===== src/rtl/core/sbgc_pkg.sv =====
`timescale 1ns / 1ps
package sbgc_pkg;

    localparam int DEF_MAX_BODIES = 16;
    localparam logic [31:0] ONE_UNIT = 32'h0001_0000;
    localparam logic [15:0] DT_RESET = 16'd1092;
    localparam int IN_DATA_W  = 264;
    localparam int OUT_DATA_W = 200;
    localparam int DIV_STEPS  = 33;

    // item commands
    localparam logic [1:0] CMD_LOAD = 2'd0;
    localparam logic [1:0] CMD_STEP = 2'd1;
    localparam logic [1:0] CMD_READ = 2'd2;

    // result status
    localparam logic [1:0] ST_OK  = 2'd0;
    localparam logic [1:0] ST_BAD = 2'd1;
    localparam logic [1:0] ST_SAT = 2'd2;

    // register indexes
    localparam logic [2:0] REG_GRAV_X = 3'd0;
    localparam logic [2:0] REG_GRAV_Y = 3'd1;
    localparam logic [2:0] REG_GRAV_Z = 3'd2;
    localparam logic [2:0] REG_DT     = 3'd3;
    localparam logic [2:0] REG_COUNT  = 3'd4;

    // datapath operations
    localparam logic [4:0] OP_NONE    = 5'd0;
    localparam logic [4:0] OP_CAPT    = 5'd1;
    localparam logic [4:0] OP_LOAD    = 5'd2;
    localparam logic [4:0] OP_RD_SELF = 5'd3;
    localparam logic [4:0] OP_LATCH   = 5'd4;
    localparam logic [4:0] OP_ADD_V   = 5'd5;
    localparam logic [4:0] OP_ADD_P   = 5'd6;
    localparam logic [4:0] OP_RD_J    = 5'd7;
    localparam logic [4:0] OP_ACC_SET = 5'd8;
    localparam logic [4:0] OP_ACC_ADD = 5'd9;
    localparam logic [4:0] OP_TEST    = 5'd10;
    localparam logic [4:0] OP_DIV_A   = 5'd11;
    localparam logic [4:0] OP_SAVE_A  = 5'd12;
    localparam logic [4:0] OP_DIV_B   = 5'd13;
    localparam logic [4:0] OP_BOUNCE  = 5'd14;
    localparam logic [4:0] OP_HIT     = 5'd15;
    localparam logic [4:0] OP_J_NEXT  = 5'd16;
    localparam logic [4:0] OP_WB      = 5'd17;
    localparam logic [4:0] OP_RES     = 5'd18;

    // multiplier operand selects
    localparam logic [2:0] MUL_GDT  = 3'd0;
    localparam logic [2:0] MUL_VDT  = 3'd1;
    localparam logic [2:0] MUL_DIST = 3'd2;
    localparam logic [2:0] MUL_RAD  = 3'd3;
    localparam logic [2:0] MUL_VDM  = 3'd4;
    localparam logic [2:0] MUL_WMJ  = 3'd5;

    typedef struct packed {
        logic [4:0] op;
        logic [2:0] mul;
        logic [1:0] comp;
    } dp_cmd_t;

    typedef struct packed {
        logic [1:0] cmd;
        logic       live;
        logic       j_end;
        logic       j_self;
        logic       touch;
        logic       div_busy;
        logic       out_free;
    } dp_stat_t;

endpackage


===== src/rtl/core/sbgc_ctrl.sv =====
`timescale 1ns / 1ps
module sbgc_ctrl (
    input  logic               aclk,
    input  logic               aresetn,
    input  logic               s_tvalid,
    output logic               s_tready,
    input  sbgc_pkg::dp_stat_t stat,
    output sbgc_pkg::dp_cmd_t  cmd
);
    import sbgc_pkg::*;

    localparam logic [4:0] S_IDLE  = 5'd0;
    localparam logic [4:0] S_DEC   = 5'd1;
    localparam logic [4:0] S_LATCH = 5'd2;
    localparam logic [4:0] S_GM    = 5'd3;
    localparam logic [4:0] S_GA    = 5'd4;
    localparam logic [4:0] S_PM    = 5'd5;
    localparam logic [4:0] S_PA    = 5'd6;
    localparam logic [4:0] S_LOOP  = 5'd7;
    localparam logic [4:0] S_DX    = 5'd8;
    localparam logic [4:0] S_DY    = 5'd9;
    localparam logic [4:0] S_DZ    = 5'd10;
    localparam logic [4:0] S_DR    = 5'd11;
    localparam logic [4:0] S_CMP   = 5'd12;
    localparam logic [4:0] S_TEST  = 5'd13;
    localparam logic [4:0] S_BA    = 5'd14;
    localparam logic [4:0] S_BA2   = 5'd15;
    localparam logic [4:0] S_BAW   = 5'd16;
    localparam logic [4:0] S_BB    = 5'd17;
    localparam logic [4:0] S_BB2   = 5'd18;
    localparam logic [4:0] S_BBW   = 5'd19;
    localparam logic [4:0] S_HIT   = 5'd20;
    localparam logic [4:0] S_WB    = 5'd21;
    localparam logic [4:0] S_RES   = 5'd22;

    localparam logic [1:0] LAST_COMP = 2'd2;

    logic [4:0] state_reg, state_next;
    logic [1:0] comp_reg, comp_next;

    always_ff @(posedge aclk) begin
        if (!aresetn) begin
            state_reg <= S_IDLE;
            comp_reg  <= 2'd0;
        end else begin
            state_reg <= state_next;
            comp_reg  <= comp_next;
        end
    end

    always_comb begin
        state_next = state_reg;
        comp_next  = comp_reg;
        cmd.op     = OP_NONE;
        cmd.mul    = MUL_GDT;
        cmd.comp   = comp_reg;
        case (state_reg)
            S_IDLE: begin
                if (s_tvalid) begin
                    cmd.op     = OP_CAPT;
                    state_next = S_DEC;
                end
            end
            S_DEC: begin
                if (stat.cmd == CMD_LOAD) begin
                    cmd.op     = OP_LOAD;
                    state_next = S_RES;
                end else begin
                    cmd.op     = OP_RD_SELF;
                    state_next = S_LATCH;
                end
            end
            S_LATCH: begin
                cmd.op    = OP_LATCH;
                comp_next = 2'd0;
                if (stat.cmd == CMD_STEP && stat.live) state_next = S_GM;
                else state_next = S_RES;
            end
            S_GM: begin
                cmd.mul    = MUL_GDT;
                state_next = S_GA;
            end
            S_GA: begin
                cmd.op = OP_ADD_V;
                if (comp_reg == LAST_COMP) begin
                    comp_next  = 2'd0;
                    state_next = S_PM;
                end else begin
                    comp_next  = comp_reg + 2'd1;
                    state_next = S_GM;
                end
            end
            S_PM: begin
                cmd.mul    = MUL_VDT;
                state_next = S_PA;
            end
            S_PA: begin
                cmd.op = OP_ADD_P;
                if (comp_reg == LAST_COMP) begin
                    comp_next  = 2'd0;
                    state_next = S_LOOP;
                end else begin
                    comp_next  = comp_reg + 2'd1;
                    state_next = S_PM;
                end
            end
            S_LOOP: begin
                if (stat.j_end) begin
                    state_next = S_WB;
                end else if (stat.j_self) begin
                    cmd.op = OP_J_NEXT;
                end else begin
                    cmd.op     = OP_RD_J;
                    state_next = S_DX;
                end
            end
            S_DX: begin
                cmd.mul    = MUL_DIST;
                cmd.comp   = 2'd0;
                state_next = S_DY;
            end
            S_DY: begin
                cmd.mul    = MUL_DIST;
                cmd.comp   = 2'd1;
                cmd.op     = OP_ACC_SET;
                state_next = S_DZ;
            end
            S_DZ: begin
                cmd.mul    = MUL_DIST;
                cmd.comp   = 2'd2;
                cmd.op     = OP_ACC_ADD;
                state_next = S_DR;
            end
            S_DR: begin
                cmd.mul    = MUL_RAD;
                cmd.op     = OP_ACC_ADD;
                state_next = S_CMP;
            end
            S_CMP: begin
                cmd.op     = OP_TEST;
                state_next = S_TEST;
            end
            S_TEST: begin
                if (stat.touch) begin
                    comp_next  = 2'd0;
                    state_next = S_BA;
                end else begin
                    cmd.op     = OP_J_NEXT;
                    state_next = S_LOOP;
                end
            end
            S_BA: begin
                cmd.mul    = MUL_VDM;
                state_next = S_BA2;
            end
            S_BA2: begin
                cmd.op     = OP_DIV_A;
                state_next = S_BAW;
            end
            S_BAW: begin
                if (!stat.div_busy) begin
                    cmd.op     = OP_SAVE_A;
                    state_next = S_BB;
                end
            end
            S_BB: begin
                cmd.mul    = MUL_WMJ;
                state_next = S_BB2;
            end
            S_BB2: begin
                cmd.op     = OP_DIV_B;
                state_next = S_BBW;
            end
            S_BBW: begin
                if (!stat.div_busy) begin
                    cmd.op = OP_BOUNCE;
                    if (comp_reg == LAST_COMP) begin
                        state_next = S_HIT;
                    end else begin
                        comp_next  = comp_reg + 2'd1;
                        state_next = S_BA;
                    end
                end
            end
            S_HIT: begin
                cmd.op     = OP_HIT;
                state_next = S_LOOP;
            end
            S_WB: begin
                cmd.op     = OP_WB;
                state_next = S_RES;
            end
            S_RES: begin
                if (stat.out_free) begin
                    cmd.op     = OP_RES;
                    state_next = S_IDLE;
                end
            end
            default: state_next = S_IDLE;
        endcase
    end

    assign s_tready = (state_reg == S_IDLE);

endmodule


===== config.mk =====
export PLATFORM = sky130hd
export DESIGN_NAME = sbgc_ctrl
export DESIGN_NICKNAME = d
export VERILOG_FILES = /design/src/rtl/core/sbgc_pkg.sv /design/src/rtl/core/sbgc_ctrl.sv
export SDC_FILE = /design/constraint.sdc
export NUM_CORES = 1
export LEC_CHECK = 0
export BUFFER_PORTS_ARGS = -buffer_cell sky130_fd_sc_hd__buf_4
export CAP_MARGIN = 20
export CORE_MARGIN = 2
export CORE_UTILIZATION = 54
export CTS_CLUSTER_SIZE = 30
export DETAILED_ROUTE_END_ITERATION = 10
export GPL_TIMING_DRIVEN = 0
export PLACE_DENSITY = 0.85
export SLEW_MARGIN = 15
export SYNTH_ARGS = -nofsm -noshare
export SYNTH_HDL_FRONTEND = slang
export SYNTH_SLANG_ARGS = --single-unit

===== constraint.sdc =====
create_clock -name aclk -period 2.3 [get_ports aclk]
set_clock_uncertainty 0.2 [all_clocks]
set_input_delay 0.115 -clock aclk [delete_from_list [all_inputs] [get_ports aclk]]
set_output_delay 0.115 -clock aclk [all_outputs]
set_load 0.1 [all_outputs]

After elaboration in Yosys (flattened, before gate mapping)
Cells that the tools add are included.

Register bits after elaboration: 7. Input port bits: 11. Output and inout bits: 11. Word-level logic and storage cells: 72.

Add/subtract/negate cells: 1. Equal/unequal tests: 31. Mux-type cells: 29. Reductions and logical operators: 9.

Operators by type and width (number): 5-bit case mux with 23 select lines (1); 5-bit case mux with 17 select lines (1); 5-bit 2-to-1 mux (13); 5-bit by 4-bit equality test with 1-bit output, second input constant (8); 5-bit equality test, second input constant (7); 5-bit by 3-bit equality test with 1-bit output, second input constant (4); 3-bit case mux with 5 select lines (1); 4-bit 2-to-1 mux (3); 2-bit != test, second input constant (6); 5-bit by 2-bit equality test with 1-bit output, second input constant (2); 2-bit 2-to-1 mux (5); 2-bit case mux with 4 select lines (1); 2-bit case mux with 3 select lines (1); 5-bit by 1-bit equality test with 1-bit output, second input constant (1); 5-bit logical NOT (1); 5-bit AND reduction (1); 4-bit AND reduction (1); 4-bit nonzero test (1); 2-bit OR reduction (2); 3-bit 2-to-1 mux (1); 3-bit != test, second input constant (1); 3-bit OR reduction (1); 2-bit by 1-bit adder with 2-bit output, second input constant (1); 2-bit by 1-bit equality test with 1-bit output, second input constant (1); 4 further kinds (5).

Logic depth before layout (Yosys ltp)
Depth after elaboration: 4. Mapped depth: 7. Depth with buffers taken out: 7.

Worst setup path after synthesis
No wires, ideal clock.

Path type: flip-flop to output port. Start: reg state_reg[2]. End: out cmd[1] (netlist bit). Arrival time: 3809 ps. Slack: -1824 ps. Cell stages (with the launch flop): 7. Buffers on the path: 3. Path through: dfxtp_1 > buf_4 > clkbuf_1 > buf_2 > nor2_1 > nand2_1 > a21oi_1.

RTL lines: start: declaration (line sbgc_ctrl.sv:38) `logic [4:0] state_reg, state_next;`; start signal: assignment (line sbgc_ctrl.sv:46) `state_reg <= state_next;`; end: declaration (line sbgc_ctrl.sv:8) `output sbgc_pkg::dp_cmd_t cmd`.

==> results.toml <==
[run_status]
status = "finished, final reports clean"

[setup_path]
cp_top_family = "buffers and inverters"
crit_type = "reg -> out"
r2r_cells = 6
cp_data_arrival_time_ns = 1.89
max_stage_delay_ns = 0.30
reg2reg_to = "comp_reg[0]$_SDFFE_PN0P_"
cp_slowest_cell = "dfxtp_1"
path_max_fanout = 10
worst-path-buf-inv = 3
reg2reg_from = "comp_reg[0]$_SDFFE_PN0P_"
end_kind = "output pin"
r2r_slack_ns = 0.24
path_cells = "buf_4, clkbuf_2, nor2b_2, a21oi_1, o32a_1, o21ai_1, buf_6"
setup.worst_path.start_class = "flop"
worstPathRequired_ns = 1.99

[cts]
clk-insertion-delay-late_ns = 0.24
tritoncts = "done"
cts-root-buf = "clkbuf_4"
path_clk_slew_ns = 0.05
clock_path_buffers = 2
htree_num_levels = 1
cts_num_sinks = 7
numCtsBuffers = 3

[global_route]
grt_max_degree = 11
grt_pass1_wl_um = 4800
grt_usage_pct = 30.0
antenna_found_initial = 0
globalRouteOverflowTotal = 0
grt_pass1_vias = 1089

[synth]
async_reset_ff_share_pct = 0
avgSynthCellArea_um2 = 6.70
synth_edf_count = 0
ys_seq_area_share_pct = 13.4
syn_inst = 156
synth_seq_cells = 7
yosysWarnings = 0
ys_types = 47
synthesis.nets = 170
ys.flop_type = "dfxtp_1"
syn_area_um2 = 1040

[placement]
dp.cells = 202
hpwl_um = 2470
place.gp.congestion = 1.00
portBuffers = 21

[layout]
area_growth_pct = 30.4
drive_above_1_share_pct = 28.0
largest_reg_flops = 5
diodes = 0
fin_cells = 207
fin_nets = 197

[timing]
setup_viol = 0
slew_viol_final = 0
maxSlewHeadroom_pct = 75.2
finalCritPeriodShare_pct = 96.1
hold_viol_final = 0
clock.fmax_mhz = 453
min_period_ns = 2.21
worstMarginPinSlew_ns = 0.370
tns_ns = 0

[floorplan]
initial_utilization_pct = 59.2
ioPinCount = 22
core_um2 = 1760
die_width_um = 48.0
dieArea_um2 = 2300
die_h_um = 48.0
rows = 15

[hold_path]
hold_path_class = "in -> reg"
hold_path.startpoint = "stat[1]"
hold_depth = 3
worstHoldEndpoint = "state_reg[4]$_SDFFE_PN0P_"

[routing]
drc = 0
num_vias = 1340
via_per_inst = 6.47
ant_nets = 0
first_pass_iters = 5
wl_um = 3270
wire_per_inst_um = 15.8
drtIter0Drc = 99

[run]
max-cap-violations = 0
cell usage after synthesis (3+ instances only):
master | number | area share (%)
nor2_1 | 17 | 6.1
nand2_1 | 15 | 5.4
o21ai_0 | 11 | 5.3
a21oi_1 | 10 | 4.8
nand2b_1 | 8 | 4.8
buf_2 | 7 | 3.4
dfxtp_1 | 7 | 13
nor2b_1 | 6 | 3.6
nor3_1 | 5 | 2.4
o211ai_1 | 5 | 3.6
a31oi_1 | 4 | 2.4
inv_1 | 4 | 1.4
nand3_1 | 4 | 1.9
a32o_1 | 3 | 2.9
and2_1 | 3 | 1.8
ha_1 | 3 | 3.6
o21ai_1 | 3 | 1.4
o22ai_1 | 3 | 1.8
cell families (layout without fill, tap and decap cells):
logic type               after synthesis  after routing  synth area share [%]
XOR/XNOR                               1              1                 0.838
buffers and inverters                 17             43                  7.31
flip-flops                             7              7                  13.4
adder cells (fa/ha/maj)                3              3                  3.59
AO/OA/AOI/OAI                         57             57                  38.6
AND/OR/NAND/NOR                       71             71                  36.3
layout by cell type, fill, tap and decap left out, types with 4 or more instances in the layout:
master	instances
o211ai_1	5
nand3_1	4
clkbuf_4	4
inv_1	4
o21ai_0	10
nor2_1	16
a21oi_1	8
buf_4	21
nand2b_1	8
a31oi_1	4
dfxtp_1	5
nand2_1	15
nor2b_1	4
buf_6	6
repair_timing:
action,in CTS,in global routing
resized for setup,4,12
hold buffers,1,0
endpoints found under the setup margin,5,6
hold endpoints to repair,6,0
setup buffers,0,0
metal layers:
layer / routed length [um] / track usage (%)
met1: 1400 / 43.0
met2: 1510 / 46.1
met5: 0 / 0
met4: 48 / 12.4
met3: 307 / 2.26
through the flow:
step           area, um^2  utilization (%)  hold WS (ns)  setup WS [ns]
6_report             1360             77.2        0.0314         0.0903
5_1_grt              1360             77.2        0.0411        -0.0142
4_1_cts              1320             75.0        0.0179         0.0209
3_5_place_dp         1280             72.4         0.189          0.172
3_3_place_gp         1280             72.4         0.186          0.206
2_1_floorplan        1090                -        0.0412         -0.528
cell type report:
type / instances / area [um^2]
Buffer: 12 / 85.1
Clock buffer: 4 / 26.3
Fill cell: 173 / 402
Inverter: 5 / 18.8
Multi-Input combinational cell: 132 / 876
Sequential cell: 7 / 143
Tap cell: 25 / 31.3
Timing Repair Buffer: 22 / 183
tightest hold or removal path, cell delays in order:
cell and delay, ns:
buf_4 0.12, a31oi_1 0.08, o2bb2ai_1 0.12
worst max-delay path by stage:
stage / endpoint / slack (ns) / depth (start not counted) / startpoint
detailed placement: cmd[5] / 0.17 / 7 / state_reg[4]$_SDFFE_PN0P_
global placement: cmd[6] / 0.21 / 8 / state_reg[1]$_SDFFE_PN0P_
CTS: cmd[0] / 0.02 / 6 / state_reg[1]$_SDFFE_PN0P_
finish: cmd[7] / 0.09 / 7 / state_reg[2]$_SDFFE_PN0P_
floorplan: cmd[7] / -0.53 / 6 / state_reg[2]$_SDFFE_PN0P_
global route: cmd[9] / -0.01 / 8 / state_reg[1]$_SDFFE_PN0P_
Power is not shown: default switching activity piles up to over one toggle a cycle in this logic, so the estimate is an artifact.
